===== src/design/tosd_pkg.sv =====
`timescale 1ns / 1ps
// Package for the track opcode stream decoder: phase type, opcode codes,
// field widths and stream bus packing. No dependencies.
package tosd_pkg;

    localparam int POSITION_WIDTH = 20;
    localparam logic [POSITION_WIDTH-1:0] POS_MAX = {POSITION_WIDTH{1'b1}};

    localparam int BYTE_W   = 8;
    localparam int COUNT_W  = 4;
    localparam int RATE_W   = 8;
    localparam int STATUS_W = 2;
    localparam int SKIP_W   = 4;

    // slave side: tdata = raw_byte, tuser = track_start
    localparam int IN_TDATA_W = 8;
    localparam int IN_TUSER_W = 1;

    // master side tdata layout, lowest field first
    localparam int BITS_LSB  = 0;
    localparam int COUNT_LSB = BITS_LSB + BYTE_W;
    localparam int POS_LSB   = COUNT_LSB + COUNT_W;
    localparam int RATE_LSB  = POS_LSB + POSITION_WIDTH;
    localparam int OUT_FIELDS_W = RATE_LSB + RATE_W;
    localparam int OUT_TDATA_W  = ((OUT_FIELDS_W + 7) / 8) * 8;
    // master side tuser: index_mark, then status
    localparam int OUT_TUSER_W  = 1 + STATUS_W;

    localparam logic [3:0] OPCODE_PREFIX = 4'hF;
    localparam logic [3:0] OP_NOP     = 4'h0;
    localparam logic [3:0] OP_IDXMARK = 4'h1;
    localparam logic [3:0] OP_SETRATE = 4'h2;
    localparam logic [3:0] OP_SKIP    = 4'h3;

    localparam logic [BYTE_W-1:0] SKIP_LIMIT = 8'd8;

    typedef enum logic [1:0] {
        PH_OPCODE    = 2'd0,
        PH_RATE      = 2'd1,
        PH_SKIPCOUNT = 2'd2,
        PH_SKIPDATA  = 2'd3
    } phase_t;

    typedef enum logic [STATUS_W-1:0] {
        ST_OK         = 2'd0,
        ST_BAD_OPCODE = 2'd1,
        ST_BAD_SKIP   = 2'd2
    } status_t;

endpackage


===== src/design/track_opcode_stream_decoder.sv =====
`timescale 1ns / 1ps
// Track opcode stream decoder: one stream byte in, one result item out.
// Depends on tosd_pkg.
//
//  channel | dir | tdata (low bit up)                              | tuser
//  s_*     | in  | raw_byte[7:0]                                   | track_start
//  m_*     | out | out_bits, out_count, out_position, bitrate     | index_mark, status
//
// One item per cycle while the output is not stalled; each item's result appears
// the cycle after it is taken. Decode is a single pass from the phase and position
// registers into the output register; the output register decouples the two sides,
// so a new item is taken whenever the output register is empty or being drained.
// Reset returns the decoder to the opcode phase with rate and position zero.
module track_opcode_stream_decoder (
    input  logic                              clk,
    input  logic                              rst_n,
    input  logic                              s_tvalid,
    output logic                              s_tready,
    input  logic [tosd_pkg::IN_TDATA_W-1:0]   s_tdata,   // raw_byte
    input  logic [tosd_pkg::IN_TUSER_W-1:0]   s_tuser,   // track_start
    output logic                              m_tvalid,
    input  logic                              m_tready,
    // out_bits, out_count, out_position, bitrate
    output logic [tosd_pkg::OUT_TDATA_W-1:0]  m_tdata,
    // index_mark, status
    output logic [tosd_pkg::OUT_TUSER_W-1:0]  m_tuser
);
    import tosd_pkg::*;

    phase_t                    phase_reg, phase_next, phase_cur;
    logic [SKIP_W-1:0]         skip_reg, skip_next, skip_cur;
    logic [RATE_W-1:0]         rate_reg, rate_next, rate_cur;
    logic [POSITION_WIDTH-1:0] pos_reg, pos_next, pos_cur;

    logic [BYTE_W-1:0]         b;
    logic [BYTE_W-1:0]         bits;
    logic [COUNT_W-1:0]        count;
    logic                      mark;
    status_t                   status;
    logic [SKIP_W-1:0]         shamt;
    logic [POSITION_WIDTH:0]   pos_sum;

    logic                      m_tvalid_reg;
    logic [OUT_TDATA_W-1:0]    m_tdata_reg;
    logic [OUT_TUSER_W-1:0]    m_tuser_reg;
    logic                      accept;

    assign s_tready = !m_tvalid_reg || m_tready;
    assign accept   = s_tvalid && s_tready;

    // stream is stored lsb first
    always_comb
    begin
        for (int k = 0; k < BYTE_W; k++)
        begin
            b[k] = s_tdata[BYTE_W-1-k];
        end
    end

    // track start clears state ahead of this item
    always_comb
    begin
        phase_cur = s_tuser[0] ? PH_OPCODE : phase_reg;
        skip_cur  = s_tuser[0] ? '0 : skip_reg;
        rate_cur  = s_tuser[0] ? '0 : rate_reg;
        pos_cur   = s_tuser[0] ? '0 : pos_reg;
    end

    always_comb
    begin
        phase_next = phase_cur;
        skip_next  = skip_cur;
        rate_next  = rate_cur;
        bits       = '0;
        count      = '0;
        mark       = 1'b0;
        status     = ST_OK;
        shamt      = (skip_cur > SKIP_W'(SKIP_LIMIT)) ? SKIP_W'(SKIP_LIMIT) : skip_cur;
        case (phase_cur)
            PH_RATE:
            begin
                rate_next  = b;
                phase_next = PH_OPCODE;
            end
            PH_SKIPCOUNT:
            begin
                if (b > SKIP_LIMIT)
                begin
                    status     = ST_BAD_SKIP;
                    phase_next = PH_OPCODE;
                end
                else
                begin
                    skip_next  = b[SKIP_W-1:0];
                    phase_next = PH_SKIPDATA;
                end
            end
            PH_SKIPDATA:
            begin
                count      = COUNT_W'(SKIP_LIMIT) - shamt;
                bits       = b << shamt;
                phase_next = PH_OPCODE;
            end
            default:
            begin
                if (b[7:4] == OPCODE_PREFIX)
                begin
                    case (b[3:0])
                        OP_NOP:     ;
                        OP_IDXMARK: mark = 1'b1;
                        OP_SETRATE: phase_next = PH_RATE;
                        OP_SKIP:    phase_next = PH_SKIPCOUNT;
                        default:    status = ST_BAD_OPCODE;
                    endcase
                end
                else
                begin
                    bits  = b;
                    count = COUNT_W'(BYTE_W);
                end
            end
        endcase
    end

    // advance position, hold at the top
    always_comb
    begin
        pos_sum  = {1'b0, pos_cur} + (POSITION_WIDTH+1)'(count);
        pos_next = pos_sum[POSITION_WIDTH] ? POS_MAX : pos_sum[POSITION_WIDTH-1:0];
    end

    always_ff @(posedge clk or negedge rst_n)
    begin
        if (!rst_n)
        begin
            phase_reg <= PH_OPCODE;
            skip_reg  <= '0;
            rate_reg  <= '0;
            pos_reg   <= '0;
        end
        else if (accept)
        begin
            phase_reg <= phase_next;
            skip_reg  <= skip_next;
            rate_reg  <= rate_next;
            pos_reg   <= pos_next;
        end
    end

    always_ff @(posedge clk or negedge rst_n)
    begin
        if (!rst_n)
        begin
            m_tvalid_reg <= 1'b0;
        end
        else if (s_tready)
        begin
            m_tvalid_reg <= s_tvalid;
        end
    end

    always_ff @(posedge clk)
    begin
        if (accept)
        begin
            m_tdata_reg <= OUT_TDATA_W'({rate_next, pos_cur, count, bits});
            m_tuser_reg <= {status, mark};
        end
    end

    assign m_tvalid = m_tvalid_reg;
    assign m_tdata  = m_tdata_reg;
    assign m_tuser  = m_tuser_reg;

endmodule


===== config.mk =====
export PLATFORM = sky130hd
export DESIGN_NAME = track_opcode_stream_decoder
export DESIGN_NICKNAME = d
export VERILOG_FILES = /design/src/design/tosd_pkg.sv /design/src/design/track_opcode_stream_decoder.sv
export SDC_FILE = /design/constraint.sdc
export NUM_CORES = 1
export LEC_CHECK = 0
export ABC_AREA = 1
export BUFFER_PORTS_ARGS = -buffer_cell sky130_fd_sc_hd__buf_4
export CAP_MARGIN = 20
export CORE_MARGIN = 4
export CORE_UTILIZATION = 60
export CTS_BUF_LIST = sky130_fd_sc_hd__clkbuf_2 sky130_fd_sc_hd__clkbuf_4 sky130_fd_sc_hd__clkbuf_8
export DETAILED_ROUTE_END_ITERATION = 10
export GPL_TIMING_DRIVEN = 0
export PLACE_DENSITY = 0.87
export SYNTH_ARGS = -nofsm -noshare
export SYNTH_HDL_FRONTEND = slang
export SYNTH_SLANG_ARGS = --single-unit

===== constraint.sdc =====
create_clock -name clk -period 7.8 [get_ports clk]
set_input_delay 0 -clock clk [delete_from_list [all_inputs] [get_ports clk]]
set_output_delay 0 -clock clk [all_outputs]
set_load 0.02 [all_outputs]

# == Word level (Yosys, flattened, before mapping) ==
# Index checks and enable logic that the tools add are counted.
# word_totals
reg_bits,78
# classes
n_addsub,2
n_lt_le_gt_ge,2
eq_ne,7
n_shift,1
n_mux,22
bitwise,1
n_reduce_logical,8
# op_table
operator,count
20-bit 2-to-1 mux,2
8-bit 2-to-1 mux,3
20-bit by 4-bit adder with 21-bit output,1
4-bit 2-to-1 mux,5
8-bit one-hot mux with 2 select lines,1
2-bit one-hot mux with 2 select lines,3
"4-bit by 2-bit == test with 1-bit output, second input constant",2
"8-bit by 4-bit > comparator with 1-bit output, second input constant",1
2-bit 2-to-1 mux,4
4-bit one-hot mux with 2 select lines,1
4-bit OR reduction,2
8-bit by 4-bit left shift with 8-bit output,1
"2-bit == test, second input constant",2
"4-bit by 1-bit == test with 1-bit output, second input constant",1
"4-bit == test, second input constant",1
"4-bit > comparator, second input constant",1
4-bit logical NOT,1
2-bit OR reduction,2
"4-bit subtractor, first input constant",1
1-bit 2-to-1 mux,3
"2-bit by 1-bit == test with 1-bit output, second input constant",1
1-bit logical AND,1
1-bit logical NOT,1
1-bit logical OR,1
1-bit NOT,1

# == Depth between registers and ports, before layout ==
# Gate-level depths: netlist of run 1.
# logic_depth
depth_word,7
mapped_depth,22
ltp_nobuf,19

# == Worst setup path before layout of run 1 ==
# OpenSTA, ideal clock, no wires.
# synth_path
path_kind,input to register
start,input port s_tuser
end,register pos_reg[10]
arrival_ps,2652
path_slack_ps,5014
cell_stages,20
path_cell_list,buf_6 -> inv_6 -> buf_12 -> buf_6 -> nand2_1 -> inv_1 -> ha_1 -> inv_1 -> nor3_1 -> nand2_1 -> o21ai_2 -> ha_1 -> nand2_1 -> nand2_1 -> nor2_1 -> nor2_1 -> nand2_2 -> nor2_4 -> a21oi_2 -> a21oi_1
# synth_between
elab_chain_len,7
elab_cells_between_ends,13
classes_between,add/sub: 2; order compare: 1; eq/ne: 3; mux: 6; reduce/logical: 1
# synth_lines
item,line_no,source
"start, declared",track_opcode_stream_decoder.sv:20,"input logic [tosd_pkg::IN_TUSER_W-1:0] s_tuser,"
4-bit 2-to-1 mux,track_opcode_stream_decoder.sv:64,skip_cur = s_tuser[0] ? '0 : skip_reg;
4-bit > comparator,track_opcode_stream_decoder.sv:78,shamt = (skip_cur > SKIP_W'(SKIP_LIMIT)) ? SKIP_W'(SKIP_LIMIT) : skip_cur;
4-bit 2-to-1 mux,track_opcode_stream_decoder.sv:78,
4-bit subtractor,track_opcode_stream_decoder.sv:100,count = COUNT_W'(SKIP_LIMIT) - shamt;
4-bit one-hot mux with 2 select lines (*),track_opcode_stream_decoder.sv:79,case (phase_cur)
via count[3],track_opcode_stream_decoder.sv:37,logic [COUNT_W-1:0] count;
20-bit by 4-bit adder with 21-bit output (*),track_opcode_stream_decoder.sv:128,"pos_sum = {1'b0, pos_cur} + (POSITION_WIDTH+1)'(count);"
20-bit 2-to-1 mux (*),track_opcode_stream_decoder.sv:129,pos_next = pos_sum[POSITION_WIDTH] ? POS_MAX : pos_sum[POSITION_WIDTH-1:0];
"end signal, assigned",track_opcode_stream_decoder.sv:146,pos_reg <= pos_next;
"end, declared",track_opcode_stream_decoder.sv:33,"logic [POSITION_WIDTH-1:0] pos_reg, pos_next, pos_cur;"
# Mark *: on every way through the listed nets, which the timed path passes. The rest lies on a longest branch.
# A chain may end at the register's enable or synchronous reset.

# == Final worst setup path of run 1 ==
# layout_path
start,register phase_reg[0]
end,register pos_reg[8]
# layout_between
elab_chain_len,6
elab_cells_between_ends,8
classes_between,add/sub: 1; eq/ne: 3; mux: 3; reduce/logical: 1
# layout_lines
item,line_no,source
"start, declared",track_opcode_stream_decoder.sv:30,"phase_t phase_reg, phase_next, phase_cur;"
"start signal, assigned",track_opcode_stream_decoder.sv:143,phase_reg <= phase_next;
2-bit 2-to-1 mux (*),track_opcode_stream_decoder.sv:63,phase_cur = s_tuser[0] ? PH_OPCODE : phase_reg;
2-bit == test / 2-bit by 1-bit == test with 1-bit output (equally long branches),track_opcode_stream_decoder.sv:79,
2-bit OR reduction (no source line),-,
4-bit one-hot mux with 2 select lines (*),track_opcode_stream_decoder.sv:79,
via count[3],track_opcode_stream_decoder.sv:37,
20-bit by 4-bit adder with 21-bit output (*),track_opcode_stream_decoder.sv:128,
20-bit 2-to-1 mux (*),track_opcode_stream_decoder.sv:129,
# Marked as above.

==> reports/metrics.yaml, run 1 <==
largest_reg_flops: 40
power_leakage_nw: 2.38
internal-power_w: 0.000778
crit_fanout: 8
clk_latency_ns: 0.35
tritoncts: "yes"
drtPass1Iterations: 8
final_common_cell: "nand2_1"
use_met1_pct: 32.7
start_util_pct: 61.3
period_share_pct: 43.6
synth-seq-cells: 78
overflow: 0
required_ns: 8.01
wl_per_cell_um: 15.2
drv_cap: 0
synthArstFlopShare_pct: 44.9
dieArea_um2: 8300
rsz0062_at_grt: "false"
grt_pass1_wl_mm: 16.9
num_vias: 3573
cts-htree-levels: 3
synth_fp_nets: 513
finalSetupViolCount: 0
die-width_um: 91.1
fillers: 481
rrSetupSlack_ns: 4.40
yosysSeqAreaShare_pct: 52.3
numCtsBuffers: 9
worst_ep_arrival_time_ns: 3.62
multiInputGateArea_um2: 1640
coreArea_um2: 6760
busiest_layer: "met2"
ant_nets: 0
whs_endpoint: "m_tdata[7]"
synthDistinctLibCells: 35
drive_above_1_share_pct: 18.7
synth.cell_area_um2: 4140
path_class: "reg -> reg"
post_cts_resized: 0
worst_slew_pin_slew_ns: 0.588
hold_start: "s_tdata[0]"
placed_cell_area_um2: 4660
hpwl_mm: 6.85
power_density_nw_per_um2: 217
setup_tns_ns: 0
p_sw_share_pct: 28.4
path_clk_slew_ns: 0.09
use_met3_pct: 4.64
seqCellArea_um2: 2170
status: "finished clean"
clockBufferDepth: 2
track_usage_pct: 25.4
final_cell_area_um2: 5010
worstSetupEndpointType: "flip-flop"
hp-class: "in -> reg"
drcViolationCount: 0
hold_viol_final: 0
nets: 589
yosys_warnings: 0
relSlewSlack_pct: 60.8
synth_edf_count: 43
io_buffers: 56
die_h_um: 91.1
combPwrFrac_pct: 19.4
drt_iter0_drc: 285
clkPwrFrac_pct: 33.8
fmax_ghz: 0.294
rr_startpoint: "phase_reg[0]"
worstSetupStartpointType: "flip-flop"
power_switching_w: 0.000308
global_route.usage.met2_pct: 41.1
insertedDiodeCount: 0
peakVddDrop_mv: 0.154
final_cell_mix: "nand2_1 (129), nor2_1 (72), inv_1 (64)"
grt_max_degree: 53
grt_pass1_vias: 3567
period_needed_ns: 3.40
drv_slew: 0
rows: 30
r2r_cells: 16
skew_ns: 0.0117
ios: 58
synth_cells: 490
synth_ff_type: "edfxtp_1"
seqPwrFrac_pct: 46.9
wl_mm: 9.90
cts.sinks: 78
vias_per_cell: 5.49
rr_endpoint: "pos_reg[8]"
whs_path_depth: 3
cts_root_buf: "clkbuf_8"
avgSynthCellArea_um2: 8.46
area_delta_synth_final_pct: 20.8
gp_congestion: 0.896
antenna_found_initial: 0
==> Yosys cell counts, types with 6 or more instances <==
| cell | n | share of area [%] |
|---|---|---|
| nand3_1 | 24 | 2.9 |
| o22ai_1 | 10 | 1.5 |
| a21oi_1 | 11 | 1.3 |
| dfrtp_1 | 35 | 21 |
| inv_1 | 64 | 5.8 |
| nand2_2 | 6 | 0.91 |
| ha_1 | 9 | 2.7 |
| nand2_1 | 129 | 12 |
| xor2_1 | 6 | 1.3 |
| nor2_2 | 9 | 1.4 |
| o21ai_0 | 22 | 2.7 |
| nor2_1 | 72 | 6.5 |
| edfxtp_1 | 43 | 31 |
| o211ai_1 | 8 | 1.4 |
| nand4_1 | 6 | 0.91 |
==> through the flow <==
step | hold WS (ns) | util (%) | setup WS (ns) | power (W) | std cells
after detailed placement | -0.00810 | 69.0 | 4.25 | 0.000720 | 626
final | 0.00722 | 74.1 | 4.40 | 0.00109 | 651
after global placement | -0.0188 | 69.0 | 4.35 | 0.000711 | 626
after floorplan | -0.296 | - | 5.01 | 0.000647 | 490
after CTS | 0.00326 | 73.8 | 4.43 | 0.00109 | 650
after global routing | 0.0210 | 74.1 | 3.96 | 0.00113 | 651
==> critical path: stages (launching register included) <==
cell     delay (ns)
dfrtp_1        0.35
nand2_1        0.12
inv_1          0.11
ha_1           0.19
inv_1          0.07
nor3_1         0.48
nand2_1        0.22
o21ai_2        0.30
ha_1           0.35
nand2_1        0.12
nand2_1        0.05
nor2_1         0.18
nor2_1         0.07
nand2_2        0.10
nor2_4         0.05
a21oi_2        0.37
a21oi_1        0.13
==> layout make-up <==
| type | instances | area share [%] |
|---|---|---|
| clock buffers | 10 | 2.62 |
| inverters | 68 | 5.20 |
| plain buffers | 10 | 1.52 |
| repair buffers | 65 | 10.4 |
| multi-input cells | 334 | 32.8 |
| well taps | 80 | 2.00 |
| flip-flops and latches | 78 | 43.3 |
| clock inverters | 6 | 2.20 |
==> power by group through the flow <==
stage	sequential (W)	clock, W	combinational [W]
finish	0.000509	0.000367	0.000210
floorplan	0.000539	0	0.000108
global placement	0.000515	0	0.000196
detailed placement	0.000517	0	0.000203
global route	0.000515	0.000387	0.000233
CTS	0.000509	0.000369	0.000208
==> worst max-delay path by stage <==
stage / endpoint / start / slack (ns)
after CTS: pos_reg[8] / phase_reg[0] / 4.43
after detailed placement: pos_reg[8] / s_tuser / 4.25
final: pos_reg[8] / phase_reg[0] / 4.40
after global placement: pos_reg[8] / s_tuser / 4.35
after global routing: pos_reg[8] / phase_reg[1] / 3.96
after floorplan: pos_reg[10] / s_tuser / 5.01
==> layer usage <==
layer / vias to the layer above / part of all wire, %
met3: 36 / 6.1
met1: 1642 / 42
met4: 0 / 3.7
met2: 156 / 48
met5: - / 0
li1: 1739 / -
==> what timing repair did <==
item / CTS / global route
hold buffers: 8 / 0
endpoints found under the hold margin: 42 / 0
buffers inserted: 0 / 0
==> cell families after synthesis <==
| kind of cell | after synthesis | synth area share (%) |
|---|---|---|
| buffers and inverters | 78 | 8.12 |
| DFF | 78 | 52.3 |
| xor gates and xnor gates | 8 | 1.69 |
| AOI/OAI and AO/OA | 59 | 8.15 |
| and+or+nand+nor | 257 | 26.5 |
| adders and majority gates | 10 | 3.20 |
Power figures use the tool's default switching activity.
==> run 2, diff against run 1 <==
- clock period: 7.8 -> 3.45 ns (I/O delays scaled with it)
==> reports/metrics.yaml, run 2 (synthesized netlist as in run 1, its figures left out) <==
cts_setup_buffers: 0  # unchanged
drt_iter0_drc: 258  # -9.5%
path_clk_slew_ns: 0.09  # about the same
whs_path_depth: 3  # unchanged
io_buffers: 56  # unchanged
area_delta_synth_final_pct: 21.1
hpwl_mm: 6.85  # unchanged
final_cell_mix: "nand2_1 (129), nor2_1 (72), inv_1 (64)"
overflow: 0  # unchanged
numCtsBuffers: 9  # unchanged
status: "finished clean"
finalSetupViolCount: 0  # unchanged
wl_per_cell_um: 15.3  # +0.36%
r2r_cells: 16  # unchanged
clk_latency_ns: 0.35  # about the same
setup_tns_ns: 0  # unchanged
worst_ep_arrival_time_ns: 3.31  # -0.31 ns
final_common_cell: "nand2_1"
coreArea_um2: 6760  # unchanged
cts_root_buf: "clkbuf_8"
ios: 58  # unchanged
place_ws_ns: -0.101  # -4.35 ns
antenna_found_initial: 0  # unchanged
num_vias: 3587  # +0.39%
drtPass1Iterations: 7  # -1
dieArea_um2: 8300  # unchanged
die_h_um: 91.1  # unchanged
nets: 589  # unchanged
largest_reg_flops: 40  # unchanged
worstSetupStartpointType: "flip-flop"
drcViolationCount: 0  # unchanged
path_class: "reg -> reg"
relSlewSlack_pct: 60.6  # -0.24 points
power_leakage_nw: 2.38  # about the same
die-width_um: 91.1  # unchanged
skew_ns: 0.0149  # +0.00313 ns
required_ns: 3.67  # -4.34 ns
insertedDiodeCount: 0  # unchanged
period_needed_ns: 3.08  # -0.317 ns
power.total_w: 0.00246  # +130%
tritoncts: "yes"
cts.sinks: 78  # unchanged
vias_per_cell: 5.51  # +0.39%
drive_above_1_share_pct: 18.9  # +0.18 points
wl_mm: 9.93  # +0.36%
holdWs_ns: 0.00234  # -0.00488 ns
rsz0062_at_grt: "false"
gp_congestion: 0.896  # unchanged
crit_fanout: 8  # unchanged
ant_nets: 0  # unchanged
peakVddDrop_mv: 0.348  # +130%
drv_slew: 0  # unchanged
grt_pass1_wl_mm: 16.9  # unchanged
cts-htree-levels: 3  # unchanged
drv_cap: 0  # unchanged
clockBufferDepth: 2  # unchanged
grt_pass1_vias: 3567  # unchanged
track_usage_pct: 25.4  # unchanged
worst_slew_pin_slew_ns: 0.591  # +0.00357 ns
period_share_pct: 89.4  # +46 points
hold_viol_final: 0  # unchanged
start_util_pct: 61.3  # unchanged
power_density_nw_per_um2: 490  # +130%
hp-class: "in -> reg"
grt_max_degree: 53  # unchanged
rows: 30  # unchanged
post-route-util_pct: 74.3  # +0.19 points
fmax_ghz: 0.324  # +10%
worst_slack_ns: 0.365  # -4.03 ns
worstSetupEndpointType: "flip-flop"
-- run 2: cell counts in the layout (fill, tap and decap cells not counted) --
No cell type changed its count.
-- run 2: layer usage --
metal / wire (um) / GRT usage [%]
met5: 0 / 0
met4: 380 / 12.7
met3: 612 / 4.64
met2: 4740 / 41.1
met1: 4200 / 32.7
-- run 2: path summary, 6_finish.rpt --
| check | start | end | slack, ns |
|---|---|---|---|
| max | phase_reg[0] | pos_reg[8] | 0.37 |
| min | s_tdata[0] | m_tdata[7] | 0.002 |
| min in group asynchronous | rst_n | rate_reg[4] | 0.15 |
| min reg2reg | phase_reg[1] | phase_reg[1] | 0.48 |
| max in group asynchronous | rst_n | pos_reg[1] | 2.94 |
| max reg2reg | phase_reg[0] | pos_reg[8] | 0.37 |
-- run 2: per-stage QoR --
stage / instances / area [um2]
detailed placement: 626 / 4660
floorplan: 490 / 4140
CTS: 650 / 4990
finish: 651 / 5020
global route: 651 / 5020
global placement: 626 / 4660
-- run 2: critical path, cell delays in order, from the launching register on --
cell and delay (ns):
dfrtp_1 0.35, nand2_1 0.12, inv_1 0.11, ha_1 0.19
inv_1 0.09, nor3_2 0.31, nand2_1 0.18, o21ai_2 0.29
ha_1 0.35, nand2_1 0.12, nand2_1 0.05, nor2_1 0.18
nor2_1 0.07, nand2_2 0.10, nor2_4 0.05, a21oi_4 0.26
a21oi_1 0.12
-- run 2: cell type report --
cell class,count,area (um2)
fill,481,1740
timing repair buffer,65,520
clock inverter,6,110
tap,80,100
inverter,68,260
buffer,10,76.3
sequential,78,2170
multi-input combinational,334,1650
clock buffer,10,131
-- run 2: what timing repair did --
item                       4_1_cts  5_1_grt
hold buffers                     8        0
gates resized for setup          0        2
hold endpoints to repair        42        0
setup endpoints to repair        0       20
-- run 2: power breakdown --
| part | switching [W] | internal, W | leakage, nW |
|---|---|---|---|
| logic | 0.000307 | 0.000170 | 1.40 |
| clock network | 0.000343 | 0.000487 | 0.116 |
| registers | 0.0000491 | 0.00110 | 0.870 |
